==> src/stream_interval_ewma_table_defines.svh <==
// Assertion macros for the stream interval average table.
// Used by the top level; relies on signals named clk and rst in the including module.
`ifndef STREAM_INTERVAL_EWMA_TABLE_DEFINES_SVH
`define STREAM_INTERVAL_EWMA_TABLE_DEFINES_SVH
`ifndef SYNTHESIS
// Checked outside reset.
`define SIE_ASSERT(lbl, prop, msg) \
  lbl: assert property (@(posedge clk) disable iff (rst) prop) else $error(msg);
// Checked on every edge, reset included.
`define SIE_ASSERT_ALWAYS(lbl, prop, msg) \
  lbl: assert property (@(posedge clk) prop) else $error(msg);
`else
`define SIE_ASSERT(lbl, prop, msg)
`define SIE_ASSERT_ALWAYS(lbl, prop, msg)
`endif
`endif

==> src/sie_pkg.sv <==
// Shared types and codes for the stream interval average table.
// No dependencies; imported by every module of the block.
`default_nettype none

package sie_pkg;

  // Default number of table entries.
  localparam int SIE_ENTRIES = 16;

  // Event commands.
  localparam logic [1:0] CMD_ARRIVAL    = 2'd0;
  localparam logic [1:0] CMD_COMPLETION = 2'd1;
  localparam logic [1:0] CMD_RELEASE    = 2'd2;
  localparam logic [1:0] CMD_NONE       = 2'd3;

  // Result status codes.
  localparam logic [1:0] ST_UPDATED  = 2'd0;
  localparam logic [1:0] ST_INSERTED = 2'd1;
  localparam logic [1:0] ST_FULL     = 2'd2;
  localparam logic [1:0] ST_RELEASED = 2'd3;

  // Controller states.
  typedef enum logic [2:0] {
    S_IDLE,
    S_SCAN,
    S_DECIDE,
    S_CALC,
    S_RESP
  } state_t;

  // Flags that travel with the search token along the cell row.
  typedef struct packed {
    logic hit;
    logic free_found;
  } scan_flags_t;

  // Write-back controls broadcast to the cells.
  typedef struct packed {
    logic ins;
    logic clr;
    logic upd;
  } wb_ctl_t;

endpackage

`default_nettype wire

==> src/sie_ewma.sv <==
// Four-stage average update: interval, exact delta, truncated half, new average.
// Depends on sie_pkg.
`default_nettype none

module sie_ewma
  import sie_pkg::*;
(
  input  wire logic        clk,
  input  wire logic        rst,
  input  wire logic        start,
  input  wire logic [62:0] ts,
  input  wire logic [62:0] last,
  input  wire logic [63:0] avg,
  output logic             done,
  output logic [63:0]      result
);

  logic [3:0]  stage_v;
  logic [63:0] interval;
  logic [63:0] avg1;
  logic [63:0] avg2;
  logic [63:0] avg3;
  logic [64:0] delta;
  logic [63:0] half;
  logic [64:0] rounded;

  // Stage valid bits.
  always_ff @(posedge clk) begin
    if (rst) begin
      stage_v <= '0;
    end else begin
      stage_v <= {stage_v[2:0], start};
    end
  end

  // Adding one to a negative delta before the shift rounds toward zero.
  assign rounded = delta + {64'd0, delta[64]};

  // Datapath stages.
  always_ff @(posedge clk) begin
    interval <= {1'b0, ts} - {1'b0, last};
    avg1     <= avg;
    delta    <= {interval[63], interval} - {avg1[63], avg1};
    avg2     <= avg1;
    half     <= rounded[64:1];
    avg3     <= avg2;
    result   <= avg3 + half;
  end

  assign done = stage_v[3];

endmodule

`default_nettype wire

==> config.mk <==
export PLATFORM = sky130hd
export DESIGN_NAME = sie_ewma
export DESIGN_NICKNAME = d
export VERILOG_FILES = /design/src/stream_interval_ewma_table_defines.svh /design/src/sie_pkg.sv /design/src/sie_ewma.sv
export SDC_FILE = /design/constraint.sdc
export NUM_CORES = 1
export LEC_CHECK = 0
export BUFFER_PORTS_ARGS = -buffer_cell sky130_fd_sc_hd__buf_2
export CAP_MARGIN = 20
export CORE_UTILIZATION = 55
export DETAILED_ROUTE_END_ITERATION = 16
export PLACE_DENSITY = 0.86
export SYNTH_ARGS = -nofsm -noshare
export SYNTH_HDL_FRONTEND = slang
export SYNTH_SLANG_ARGS = --single-unit
==> constraint.sdc <==
create_clock -name clk -period 6 [get_ports clk]
set_input_delay 1.2 -clock clk [delete_from_list [all_inputs] [get_ports clk]]
set_output_delay 1.2 -clock clk [all_outputs]
set_load 0.02 [all_outputs]
==> impl_metrics.env <==
export IMPL_status="completed"
export IMPL_yosysTopAreaCellShare_pct=42.1
export IMPL_grt_max_degree=19
export IMPL_switchingPower_mw=4.47
export IMPL_power_density_nw_per_um2=481
export IMPL_grt_overflow=0
export IMPL_drt_iter0_markers=1109
export IMPL_totalWireLength_um=53000
export IMPL_ir_drop_v=0.000258
export IMPL_drive_above_1_share_pct=13.3
export IMPL_yosysWarnings=0
export IMPL_post_drt_wl_per_cell_um=16.9
export IMPL_clk_pin_slew_ns=0.07
export IMPL_cts_sinks=453
export IMPL_fin_tns_setup_ns=0
export IMPL_drv_cap=0
export IMPL_synth_area_leaders="dfxtp_1 42%, ha_1 11%, xnor2_1 6.9%, a21oi_1 5.1%, a21o_1 3.9%"
export IMPL_p_clk_share_pct=21.9
export IMPL_post_cts_setup_buffers=0
export IMPL_wl_met1_um=25900
export IMPL_vias=17481
export IMPL_grt_pass1_vias=16443
export IMPL_cts_hold_buf=0
export IMPL_critPathKind="primary input to flip-flop"
export IMPL_dp_hpwl_um=42200
export IMPL_synth_edf_count=0
export IMPL_start_util_pct=55.8
export IMPL_hold_class="flip-flop to flip-flop"
export IMPL_multi_input_area_um2=11500
export IMPL_total_power_mw=11.8
export IMPL_relSlewSlack_pct=17.9
export IMPL_clk_latency_ns=0.55
export IMPL_internal_power_mw=7.34
export IMPL_min_period_over_period_pct=67.6
export IMPL_synth_distinct_cells=62
export IMPL_worst_ep_required_time_ns=6.43
export IMPL_syn_avg_cell_area_um2=9.11
export IMPL_io_buffers=257
export IMPL_setup_violations=0
export IMPL_fin_cells=3142
export IMPL_power_static_leakage_nw=11.5
export IMPL_grt_setup_unrepaired="false"
export IMPL_synthFlopType="dfxtp_1"
export IMPL_maxSlewViolCount=0
export IMPL_fin_area_um2=24600
export IMPL_syn_cell_area_um2=21600
export IMPL_placementRows=72
export IMPL_die_x_um=200
export IMPL_firstDrtPassIters=7
export IMPL_crit_fanout=4
export IMPL_postPlaceCellArea_um2=23200
export IMPL_drc=0
export IMPL_yosysMostFrequentCell="dfxtp_1"
export IMPL_crit_arrival_ns=4.49
export IMPL_seqCellArea_um2=9070
export IMPL_wl_met3_um=3030
export IMPL_wl_met2_um=22800
export IMPL_syn2layout_area_growth_pct=14.0
export IMPL_grt_pass1_wl_um=84100
export IMPL_via_per_inst=5.56
export IMPL_post_cts_resized=0
export IMPL_combPwrFrac_pct=41.2
export IMPL_cts_htree_levels=2
export IMPL_cp_start_kind="primary input"
export IMPL_sw_frac_of_total_pct=37.8
export IMPL_die_h_um=200
export IMPL_highest_layer="met4"
export IMPL_fin_skew_ns=0.0230
export IMPL_synth_common_cells="453 x dfxtp_1, 221 x a21oi_1, 191 x ha_1"
export IMPL_ys_ff_latch=453
export IMPL_clockRootBuffer="clkbuf_16"
export IMPL_ant_nets=0
export IMPL_syn_inst=2367
export IMPL_yosysSeqAreaShare_pct=42.1
export IMPL_synth_fp_nets=2754
export IMPL_postSynth_asyncResetShare_pct=0
export IMPL_synth_largest_area_cell="dfxtp_1"
export IMPL_core_um2=38600
export IMPL_die_area_um2=40000
export IMPL_crit_path_end_kind="flip-flop"
export IMPL_tightest_slew_ns=1.20
export IMPL_track_usage_pct=26.2
export IMPL_diodes=0
export IMPL_cts_tree="yes"
export IMPL_grt_antenna_before_repair=0
export IMPL_hold_ws_ns=0.320
export IMPL_seq_power_share_pct=36.9
export IMPL_hold_viol=0
export IMPL_gp_congestion=0.932
export IMPL_io_pins=258
export IMPL_n_fill_cell=3155
export IMPL_nets=2980
export IMPL_finalCriticalPeriod_ns=4.06
export IMPL_clk_path_buf_depth=3
export IMPL_cts_buffers=42
export IMPL_max_freq_ghz=0.246
export IMPL_dpl_cell_count=3067
[per-stage QoR]
stage          util [%]  setup WS [ns]
6_report           63.6           1.94
5_1_grt            63.6           1.68
4_1_cts            63.6           2.03
3_5_place_dp       60.1           1.48
3_3_place_gp       60.1           1.64
2_1_floorplan         -           2.21
[layer usage]
| layer | GRT usage (%) | vias to the layer above |
|---|---|---|
| met3 | 2.40 | 84 |
| met4 | 7.27 | 0 |
| met5 | 0 | - |
| met2 | 41.0 | 628 |
| met1 | 38.5 | 8018 |
| li1 | - | 8751 |
[sequential cells by signal, summed over array words and instances, names as in the netlist]
register	flops
delta	65
avg1	64
avg2	64
avg3	64
half	64
interval	64
result	64
stage_v	4
[cell families after synthesis]
kind of cell               synth area share [%]
adders and majority gates                  11.4
DFF                                        42.1
AOI/OAI and AO/OA                          19.4
buffers and inverters                      4.65
xor gates and xnor gates                   9.87
and+or+nand+nor                            12.6
[cells in the final DEF, fill, tap and decap left out, drive strengths merged, types with 5 or more instances in the layout]
cell,n
nor2b,23
ha,191
a31oi,24
o21a,23
nor2,112
a21oi,221
o31a,6
a211oi,18
clkbuf,55
nor4,9
a2111oi,7
o21ai,102
nand2,172
and2,14
a221o,5
o21bai,39
nor3,37
a41oi,7
a221oi,7
a21o,112
o31ai,11
a21boi,9
inv,195
nand2b,17
nand4,68
clkinv,10
dfxtp,453
xor2,74
and3,34
nand3,56
a211o,6
xnor2,169
o41ai,9
and4,7
buf,258
o211ai,10
a31o,7
[path summary, 6_finish.rpt]
path / startpoint / endpoint / slack, ns / cells past startpoint
worst min register to register: avg2[37]$_DFF_P_ / avg3[37]$_DFF_P_ / 0.32 / 0
worst max-delay path: ts[14] / interval[59]$_DFF_P_ / 1.94 / 12
worst max register to register: avg3[25]$_DFF_P_ / result[63]$_DFF_P_ / 2.16 / 11
worst min-delay path: avg2[37]$_DFF_P_ / avg3[37]$_DFF_P_ / 0.32 / 0
[power by group through the flow]
stage               Sequential, mW  Combinational [mW]  Clock, mW
finish                        4.36                4.86       2.59
global route                  4.43                5.34       2.76
CTS                           4.36                4.80       2.64
detailed placement            4.41                4.76          0
global placement              4.37                4.70          0
floorplan                     4.55                3.30          0
[final cells by class]
cell class                      count  area share (%)
Multi-Input combinational cell   1648            46.8
Clock inverter                     20           0.677
Sequential cell                   453            36.9
Timing Repair Buffer              258            5.27
Tap cell                          518            2.64
Inverter                          190            2.90
Clock buffer                       55            4.85
[critical path: stages]
cell	delay, ns
buf_2	0.10
ha_1	0.35
a21oi_1	0.23
o21ai_0	0.15
a211oi_1	0.30
o211ai_1	0.12
a21oi_1	0.30
a311oi_1	0.23
a2111oi_0	1.07
o21a_1	0.30
a21oi_1	0.08
o41ai_1	0.06
(Power assumes the default switching activity.)
