`config.mk`:
```
export PLATFORM = sky130hd
export DESIGN_NAME = sie_cell
export DESIGN_NICKNAME = d
export VERILOG_FILES = /design/src/stream_interval_ewma_table_defines.svh /design/src/sie_pkg.sv /design/src/sie_cell.sv
export SDC_FILE = /design/constraint.sdc
export NUM_CORES = 1
export LEC_CHECK = 0
export BUFFER_PORTS_ARGS = -buffer_cell sky130_fd_sc_hd__buf_2
export CAP_MARGIN = 25
export CORE_MARGIN = 2
export CORE_UTILIZATION = 42
export CTS_BUF_LIST = sky130_fd_sc_hd__clkbuf_2 sky130_fd_sc_hd__clkbuf_4 sky130_fd_sc_hd__clkbuf_8
export DETAILED_ROUTE_END_ITERATION = 6
export PLACE_DENSITY_LB_ADDON = 0.05
export SETUP_SLACK_MARGIN = 0.05
export SYNTH_ARGS = -nofsm -noshare
export SYNTH_HDL_FRONTEND = slang
export SYNTH_SLANG_ARGS = --single-unit
```
`constraint.sdc`:
```
create_clock -name clk -period 3.9 [get_ports clk]
set_clock_uncertainty 0.05 [all_clocks]
set_input_delay 0.195 -clock clk [delete_from_list [all_inputs] [get_ports clk]]
set_output_delay 0.195 -clock clk [all_outputs]
set_load 0.1 [all_outputs]
```
`src/stream_interval_ewma_table_defines.svh`:
```
// Assertion macros for the stream interval average table.
// Used by the top level; relies on signals named clk and rst in the including module.
`ifndef STREAM_INTERVAL_EWMA_TABLE_DEFINES_SVH
`define STREAM_INTERVAL_EWMA_TABLE_DEFINES_SVH
`ifndef SYNTHESIS
// Checked outside reset.
`define SIE_ASSERT(lbl, prop, msg) \
  lbl: assert property (@(posedge clk) disable iff (rst) prop) else $error(msg);
// Checked on every edge, reset included.
`define SIE_ASSERT_ALWAYS(lbl, prop, msg) \
  lbl: assert property (@(posedge clk) prop) else $error(msg);
`else
`define SIE_ASSERT(lbl, prop, msg)
`define SIE_ASSERT_ALWAYS(lbl, prop, msg)
`endif
`endif

```
`src/sie_pkg.sv`:
```
// Shared types and codes for the stream interval average table.
// No dependencies; imported by every module of the block.
`default_nettype none

package sie_pkg;

  // Default number of table entries.
  localparam int SIE_ENTRIES = 16;

  // Event commands.
  localparam logic [1:0] CMD_ARRIVAL    = 2'd0;
  localparam logic [1:0] CMD_COMPLETION = 2'd1;
  localparam logic [1:0] CMD_RELEASE    = 2'd2;
  localparam logic [1:0] CMD_NONE       = 2'd3;

  // Result status codes.
  localparam logic [1:0] ST_UPDATED  = 2'd0;
  localparam logic [1:0] ST_INSERTED = 2'd1;
  localparam logic [1:0] ST_FULL     = 2'd2;
  localparam logic [1:0] ST_RELEASED = 2'd3;

  // Controller states.
  typedef enum logic [2:0] {
    S_IDLE,
    S_SCAN,
    S_DECIDE,
    S_CALC,
    S_RESP
  } state_t;

  // Flags that travel with the search token along the cell row.
  typedef struct packed {
    logic hit;
    logic free_found;
  } scan_flags_t;

  // Write-back controls broadcast to the cells.
  typedef struct packed {
    logic ins;
    logic clr;
    logic upd;
  } wb_ctl_t;

endpackage

`default_nettype wire

```
`src/sie_cell.sv`:
```
// One table entry of the stream interval average table, with its stage of the search row.
// Depends on sie_pkg.
`default_nettype none

module sie_cell
  import sie_pkg::*;
#(
  parameter int IDX_W    = 4,
  parameter int CELL_IDX = 0
) (
  input  wire logic              clk,
  input  wire logic              rst,
  input  wire logic [1:0]        req_cmd,
  input  wire logic [15:0]       req_id,
  input  wire scan_flags_t       flags_in,
  input  wire logic [IDX_W-1:0]  hit_idx_in,
  input  wire logic [IDX_W-1:0]  free_idx_in,
  input  wire logic [62:0]       last_in,
  input  wire logic [63:0]       avg_in,
  output scan_flags_t            flags_out,
  output logic      [IDX_W-1:0]  hit_idx_out,
  output logic      [IDX_W-1:0]  free_idx_out,
  output logic      [62:0]       last_out,
  output logic      [63:0]       avg_out,
  input  wire wb_ctl_t           wb,
  input  wire logic [IDX_W-1:0]  wb_idx,
  input  wire logic [15:0]       wb_id,
  input  wire logic [62:0]       wb_time,
  input  wire logic [63:0]       wb_avg
);

  localparam logic [IDX_W-1:0] MY_IDX = IDX_W'(CELL_IDX);

  logic        valid;
  logic [15:0] stream;
  logic [62:0] arr_time;
  logic [62:0] cmp_time;
  logic [63:0] arr_avg;
  logic [63:0] cmp_avg;

  logic match;
  logic is_free;
  logic sel;
  logic kind_cmp;

  assign match    = valid && (stream == req_id);
  assign is_free  = !valid && !flags_in.free_found;
  assign sel      = (wb_idx == MY_IDX);
  assign kind_cmp = (req_cmd == CMD_COMPLETION);

  // Search stage: mark a hit or the first free entry and pass the token on.
  always_ff @(posedge clk) begin
    flags_out.hit        <= flags_in.hit | match;
    flags_out.free_found <= flags_in.free_found | !valid;
    hit_idx_out          <= match ? MY_IDX : hit_idx_in;
    free_idx_out         <= is_free ? MY_IDX : free_idx_in;
    if (match) begin
      last_out <= kind_cmp ? cmp_time : arr_time;
      avg_out  <= kind_cmp ? cmp_avg : arr_avg;
    end else begin
      last_out <= last_in;
      avg_out  <= avg_in;
    end
  end

  // Entry valid bit.
  always_ff @(posedge clk) begin
    if (rst) begin
      valid <= 1'b0;
    end else if (sel && wb.ins) begin
      valid <= 1'b1;
    end else if (sel && wb.clr) begin
      valid <= 1'b0;
    end
  end

  // Entry payload: fresh insert or update of one event kind.
  always_ff @(posedge clk) begin
    if (sel && wb.ins) begin
      stream   <= wb_id;
      arr_time <= wb_time;
      cmp_time <= wb_time;
      arr_avg  <= '0;
      cmp_avg  <= '0;
    end else if (sel && wb.upd) begin
      if (kind_cmp) begin
        cmp_time <= wb_time;
        cmp_avg  <= wb_avg;
      end else begin
        arr_time <= wb_time;
        arr_avg  <= wb_avg;
      end
    end
  end

endmodule

`default_nettype wire

```
==> results.json, run 1 <==
{
  "routabilityCongestion": 0.743,
  "initial_core_util": 0.427,
  "status": "finished clean",
  "r2r_start": "stream[15]$_DFFE_PP_",
  "fin_util": 0.626,
  "slew_viol_final": 0,
  "hold_start": "wb[0]",
  "power.share.sequential": 0.472,
  "grt_usage": 0.226,
  "p_per_area_nw_per_um2": 469,
  "fin_crit_ps": 2860,
  "power_leakage_nw": 9.51,
  "io_pins": 444,
  "whs_ps": 127,
  "worstPathRequired_ps": 4320,
  "rows": 68,
  "vdd_drop_max_v": 0.000328,
  "cts_setup_buffers": 0,
  "finalPower_mw": 10.2,
  "antenna_found_initial": 4,
  "clockBufferDepth": 3,
  "worstSetupStartpointType": "flop",
  "clk_latency_ps": 590,
  "arrival_ps": 3280,
  "final_cell_area_um2": 21700,
  "swShare": 0.270,
  "routed_wl_um": 42000,
  "finalHoldViolCount": 0,
  "n_fill_cell": 2914,
  "power_frac_clock": 0.380,
  "grt_first_pass_wirelength_um": 64300,
  "p_switching_mw": 2.74,
  "setup-violations-final": 0,
  "mostFrequentLayoutCells": "nand2_1, buf_2, dlygate4sd3_1, dfxtp_1, edfxtp_1",
  "portBuffers": 443,
  "grt_pass1_vias": 12500,
  "die_y_um": 192,
  "drv_cap": 0,
  "clkTransAtPathRegs_ps": 60,
  "period_share": 0.734,
  "htree_levels": 3,
  "synth-seq-cells": 408,
  "core_um2": 34600,
  "fin_nets": 2472,
  "syn_area_um2": 14800,
  "worst_pin_slew_ps": 832,
  "setup.worst_path.start": "stream[15]$_DFFE_PP_",
  "yosysWarnings": 0,
  "first_iter_violations": 571,
  "fin_ws_ps": 1040,
  "rsz0062_at_grt": "no",
  "fin_tns_setup_ps": 0,
  "dieArea_um2": 36700,
  "combPwrFrac": 0.148,
  "drc": 0,
  "path_max_fanout": 53,
  "drive_gt1_frac": 0.290,
  "syn-num-nets": 1737,
  "dp_cells": 2265,
  "grt_max_degree": 71,
  "viasPerCell": 4.62,
  "grt_overflow": 0,
  "min_path_type": "in -> reg",
  "synthDistinctLibCells": 24,
  "fin_cells": 2672,
  "wl_per_cell_um": 15.7,
  "fmax_mhz": 349,
  "relSlewSlack": 0.445,
  "area_growth_pct": 46.6,
  "place_ws_ps": 1020,
  "vias": 12400,
  "clockRootBuffer": "clkbuf_8",
  "syn_avg_cell_area_um2": 10.3,
  "syn-instance-count": 1430,
  "drt-pass1-iter-count": 5,
  "die_x_um": 192,
  "cts_made_buffers": 71,
  "crit_path_end_kind": "flop",
  "clock-sinks": 408,
  "worst-setup-path-type": "reg -> reg",
  "power.internal_mw": 7.42,
  "dpl.hpwl_um": 26200,
  "dpl_cell_area_um2": 17400,
  "synth_seq_area_share": 0.649,
  "final_antenna_net_count": 0,
  "cts_tree": "yes",
  "final_common_cell": "nand2_1"
}
logic make-up (layout without fill, tap and decap cells):
kind of cell | after synthesis | count (layout) | synth area share
simple gates | 667 | 667 | 0.174
flops | 408 | 408 | 0.649
compound gates | 129 | 129 | 0.0437
mux | 127 | 127 | 0.0968
buf+inv | 83 | 865 | 0.0268
xor+xnor | 16 | 16 | 0.00948
other cells | 0 | 5 | 0
layout make-up:
type / instances / area [um^2] / area share
inverter: 1 / 6.26 / 0.000289
timing repair buffer: 744 / 5230 / 0.242
multi-input combinational: 939 / 4850 / 0.224
tap: 455 / 569 / 0.0263
clock buffer: 105 / 1300 / 0.0601
sequential: 408 / 9590 / 0.443
antenna: 5 / 12.5 / 0.000578
clock inverter: 15 / 95.1 / 0.00439
power groups by stage:
| stage | Clock, mW | Combinational (mW) | Sequential (mW) |
|---|---|---|---|
| floorplan | 0 | 0.360 | 5.42 |
| global placement | 0 | 1.26 | 4.87 |
| detailed placement | 0 | 1.28 | 4.88 |
| CTS | 3.97 | 1.51 | 4.79 |
| global route | 4.16 | 1.62 | 4.82 |
| finish | 3.86 | 1.50 | 4.80 |
repair_timing:
action / CTS / global route
hold buffers: 282 / 0
endpoints found under the hold margin: 408 / 0
resized for setup: 0 / 0
critical path: stages (launching register included):
cell and delay, ps:
edfxtp_1 410, xnor2_1 190, nand4_1 110, nor3_1 380, nand4_4 580, buf_4 550, mux2_1 400
worst paths after layout:
kind	to	slack [ps]	cells past startpoint
hold reg to reg	cmp_avg[17]$_SDFFE_PP0P_	400	2
setup / recovery	last_out[56]$_DFF_P_	1040	6
setup reg to reg	last_out[56]$_DFF_P_	1040	6
hold / removal	cmp_avg[56]$_SDFFE_PP0P_	130	5
synthesized netlist by cell type:
library cell / count / area (um^2)
nand2_1: 642 / 2410
dfxtp_1: 266 / 5330
edfxtp_1: 142 / 4260
a21oi_1: 129 / 646
mux2_1: 75 / 845
mux2_2: 52 / 586
clkbuf_1: 44 / 165
buf_2: 23 / 115
xnor2_1: 12 / 105
buf_1: 7 / 26.3
buf_6: 7 / 78.8
nor2b_1: 5 / 31.3
and2_1: 4 / 25.0
xor2_1: 4 / 35.0
nand2b_1: 3 / 18.8
nand3_1: 3 / 15.0
nand4_1: 2 / 12.5
nor2_1: 2 / 7.51
nor2_2: 2 / 12.5
nor4_2: 2 / 25.0
buf_4: 1 / 7.51
inv_1: 1 / 3.75
nand4_2: 1 / 12.5
nor3_1: 1 / 5.00
routing by layer:
layer	up-vias	wire, um	global-route usage
met1	5753	17400	0.266
met2	376	21000	0.397
met5	-	0	0
li1	6155	-	-
met4	0	1100	0.0929
met3	72	2510	0.0492
registers in the layout, indices dropped and copies added (netlist names):
register      cells
hit_idx_out       4
stream           16
cmp_time         63
avg_out          64
cmp_avg          64
flags_out         2
last_out         63
valid             1
free_idx_out      4
arr_time         63
arr_avg          64
Power figures use the tool's default switching activity.
==> inputs of run 2 (changes only) <==
==> constraint.sdc (replaced) <==
create_clock -name clk -period 2.86 [get_ports clk]
set_clock_uncertainty 0.05 [all_clocks]
set_input_delay 0.143 -clock clk [delete_from_list [all_inputs] [get_ports clk]]
set_output_delay 0.143 -clock clk [all_outputs]
set_load 0.1 [all_outputs]
==> run 2 against run 1 <==
  * First-iteration DRC count grew 4.9%
  * Combinational power grew 37%
  * Global-route usage shrank 0.50 points
  * Core utilization grew 0.44 points
  * Via count is essentially flat
  * Final cell count grew 0.45%
  * Non-clock buffer count is the same
  * Register-to-register slack lost 430 ps
  * Sequential share of layout area shrank 0.31 points
  * Worst hold slack lost 53 ps
  * Largest cell class unchanged
  * Highest routed layer is now met5
==> results.json, run 2 (synthesis gave the netlist of run 1 again) <==
{
  "cts_made_buffers": 71,
  "grt_max_degree": 129,
  "drc": 0,
  "grt_overflow": 0,
  "clk_latency_ps": 600,
  "worst-setup-path-type": "reg -> reg",
  "clock-sinks": 408,
  "htree_levels": 3,
  "clockBufferDepth": 3,
  "n_fill_cell": 2921,
  "min_path_type": "in -> reg",
  "r2r-end": "avg_out[51]$_DFF_P_",
  "holdPathStages": 5,
  "fin_nets": 2472,
  "routabilityCongestion": 0.733,
  "wl_per_cell_um": 15.5,
  "die_y_um": 192,
  "top_regs": "arr_avg x64, avg_out x64, cmp_avg x64",
  "vdd_drop_max_v": 0.000419,
  "rrSetupSlack_ps": 610,
  "worstPathRequired_ps": 3300,
  "fin_crit_ps": 2250,
  "min_to": "cmp_avg[51]$_SDFFE_PP0P_",
  "hold_start": "req_cmd[0]",
  "power_leakage_nw": 9.55,
  "initial_core_util": 0.427,
  "area_growth_pct": 47.6,
  "setup-violations-final": 0,
  "viasPerCell": 4.61,
  "grt_pass1_vias": 12300,
  "worst_pin_slew_ps": 1020,
  "clkTransAtPathRegs_ps": 60,
  "seqCellArea_um2": 9590,
  "finalHoldViolCount": 0,
  "cts_tree": "yes",
  "mostFrequentLayoutCells": "nand2_1, buf_2, dlygate4sd3_1, dfxtp_1, edfxtp_1",
  "slew_viol_final": 0,
  "fin_tns_setup_ps": 0,
  "multiInputGateArea_um2": 4850,
  "grt_first_pass_wirelength_um": 63200,
  "fin_cells": 2684,
  "drive_gt1_frac": 0.293,
  "clockRootBuffer": "clkbuf_8",
  "rsz0062_at_grt": "no",
  "r2r_start": "stream[6]$_DFFE_PP_",
  "dpl.hpwl_um": 25300,
  "dieArea_um2": 36700,
  "reg2reg_depth": 7,
  "grt_usage": 0.221,
  "fmax_mhz": 444,
  "final_common_cell": "nand2_1",
  "drv_cap": 0,
  "relSlewSlack": 0.320,
  "path_max_fanout": 43,
  "status": "finished clean",
  "io_pins": 444,
  "first_iter_violations": 599,
  "vias": 12400,
  "die_x_um": 192,
  "postCtsResizedCells": 0,
  "antenna_found_initial": 11,
  "crit_path_end_kind": "flop",
  "arrival_ps": 2690,
  "routed_wl_um": 41500,
  "worstSetupStartpointType": "flop",
  "portBuffers": 443,
  "period_share": 0.788,
  "final_antenna_net_count": 0,
  "p_per_area_nw_per_um2": 638,
  "core_um2": 34600,
  "drt-pass1-iter-count": 5,
  "dp_cells": 2265,
  "rows": 68
}
## run 2: layer usage
layer  vias to the layer above  GRT usage  routed length, um
met4                         4      0.100               1240
li1                       6181          -                  -
met1                      5703      0.264              17100
met3                        79     0.0583               2700
met2                       395      0.372              20400
met5                         -          0                 27
## run 2: final cells by class
cell class | instances | area share
flip-flops and latches | 408 | 0.440
clock inverters | 12 | 0.00287
well taps | 455 | 0.0261
multi-input cells | 939 | 0.223
diodes | 9 | 0.00103
inverters | 1 | 0.000287
clock buffers | 116 | 0.0637
repair buffers | 744 | 0.244
## run 2: critical path, stage by stage, from the launching register on
cell	delay [ps]
edfxtp_1	380
xnor2_1	150
nand4_1	130
nor3_1	350
nand4_4	130
buf_4	310
buf_12	260
mux2_1	340
## run 2: worst max-delay path by stage
stage,startpoint,end,depth (start not counted)
global placement,wb_idx[1],arr_avg[50]$_SDFFE_PP0P_,7
CTS,stream[6]$_DFFE_PP_,avg_out[47]$_DFF_P_,7
floorplan,wb_idx[1],arr_time[0]$_DFFE_PP_,5
global route,stream[15]$_DFFE_PP_,avg_out[51]$_DFF_P_,7
detailed placement,wb_idx[1],arr_avg[52]$_SDFFE_PP0P_,7
finish,stream[6]$_DFFE_PP_,avg_out[51]$_DFF_P_,7
## run 2: stage by stage
step | utilization | area, um^2 | power [mW] | hold WS (ps) | setup WS [ps]
floorplan | - | 14800 | 7.87 | 165 | 518
global placement | 0.505 | 17500 | 8.37 | 271 | 484
detailed placement | 0.506 | 17500 | 8.40 | 272 | 406
CTS | 0.629 | 21800 | 14.1 | 59.2 | 562
global route | 0.630 | 21800 | 14.5 | 86.7 | 405
finish | 0.630 | 21800 | 13.9 | 74.6 | 606
## run 2: power by group
group	total, mW	switching, mW	internal, mW
Sequential	6.54	0.141	6.40
Clock	5.33	2.27	3.06
Combinational	2.05	1.31	0.740
Total	13.9	3.72	10.2
## run 2: repair_timing
| action | 4_1_cts | 5_1_grt |
|---|---|---|
| hold buffers | 282 | 0 |
| endpoints found under the hold margin | 408 | 0 |
| setup buffers | 0 | 0 |
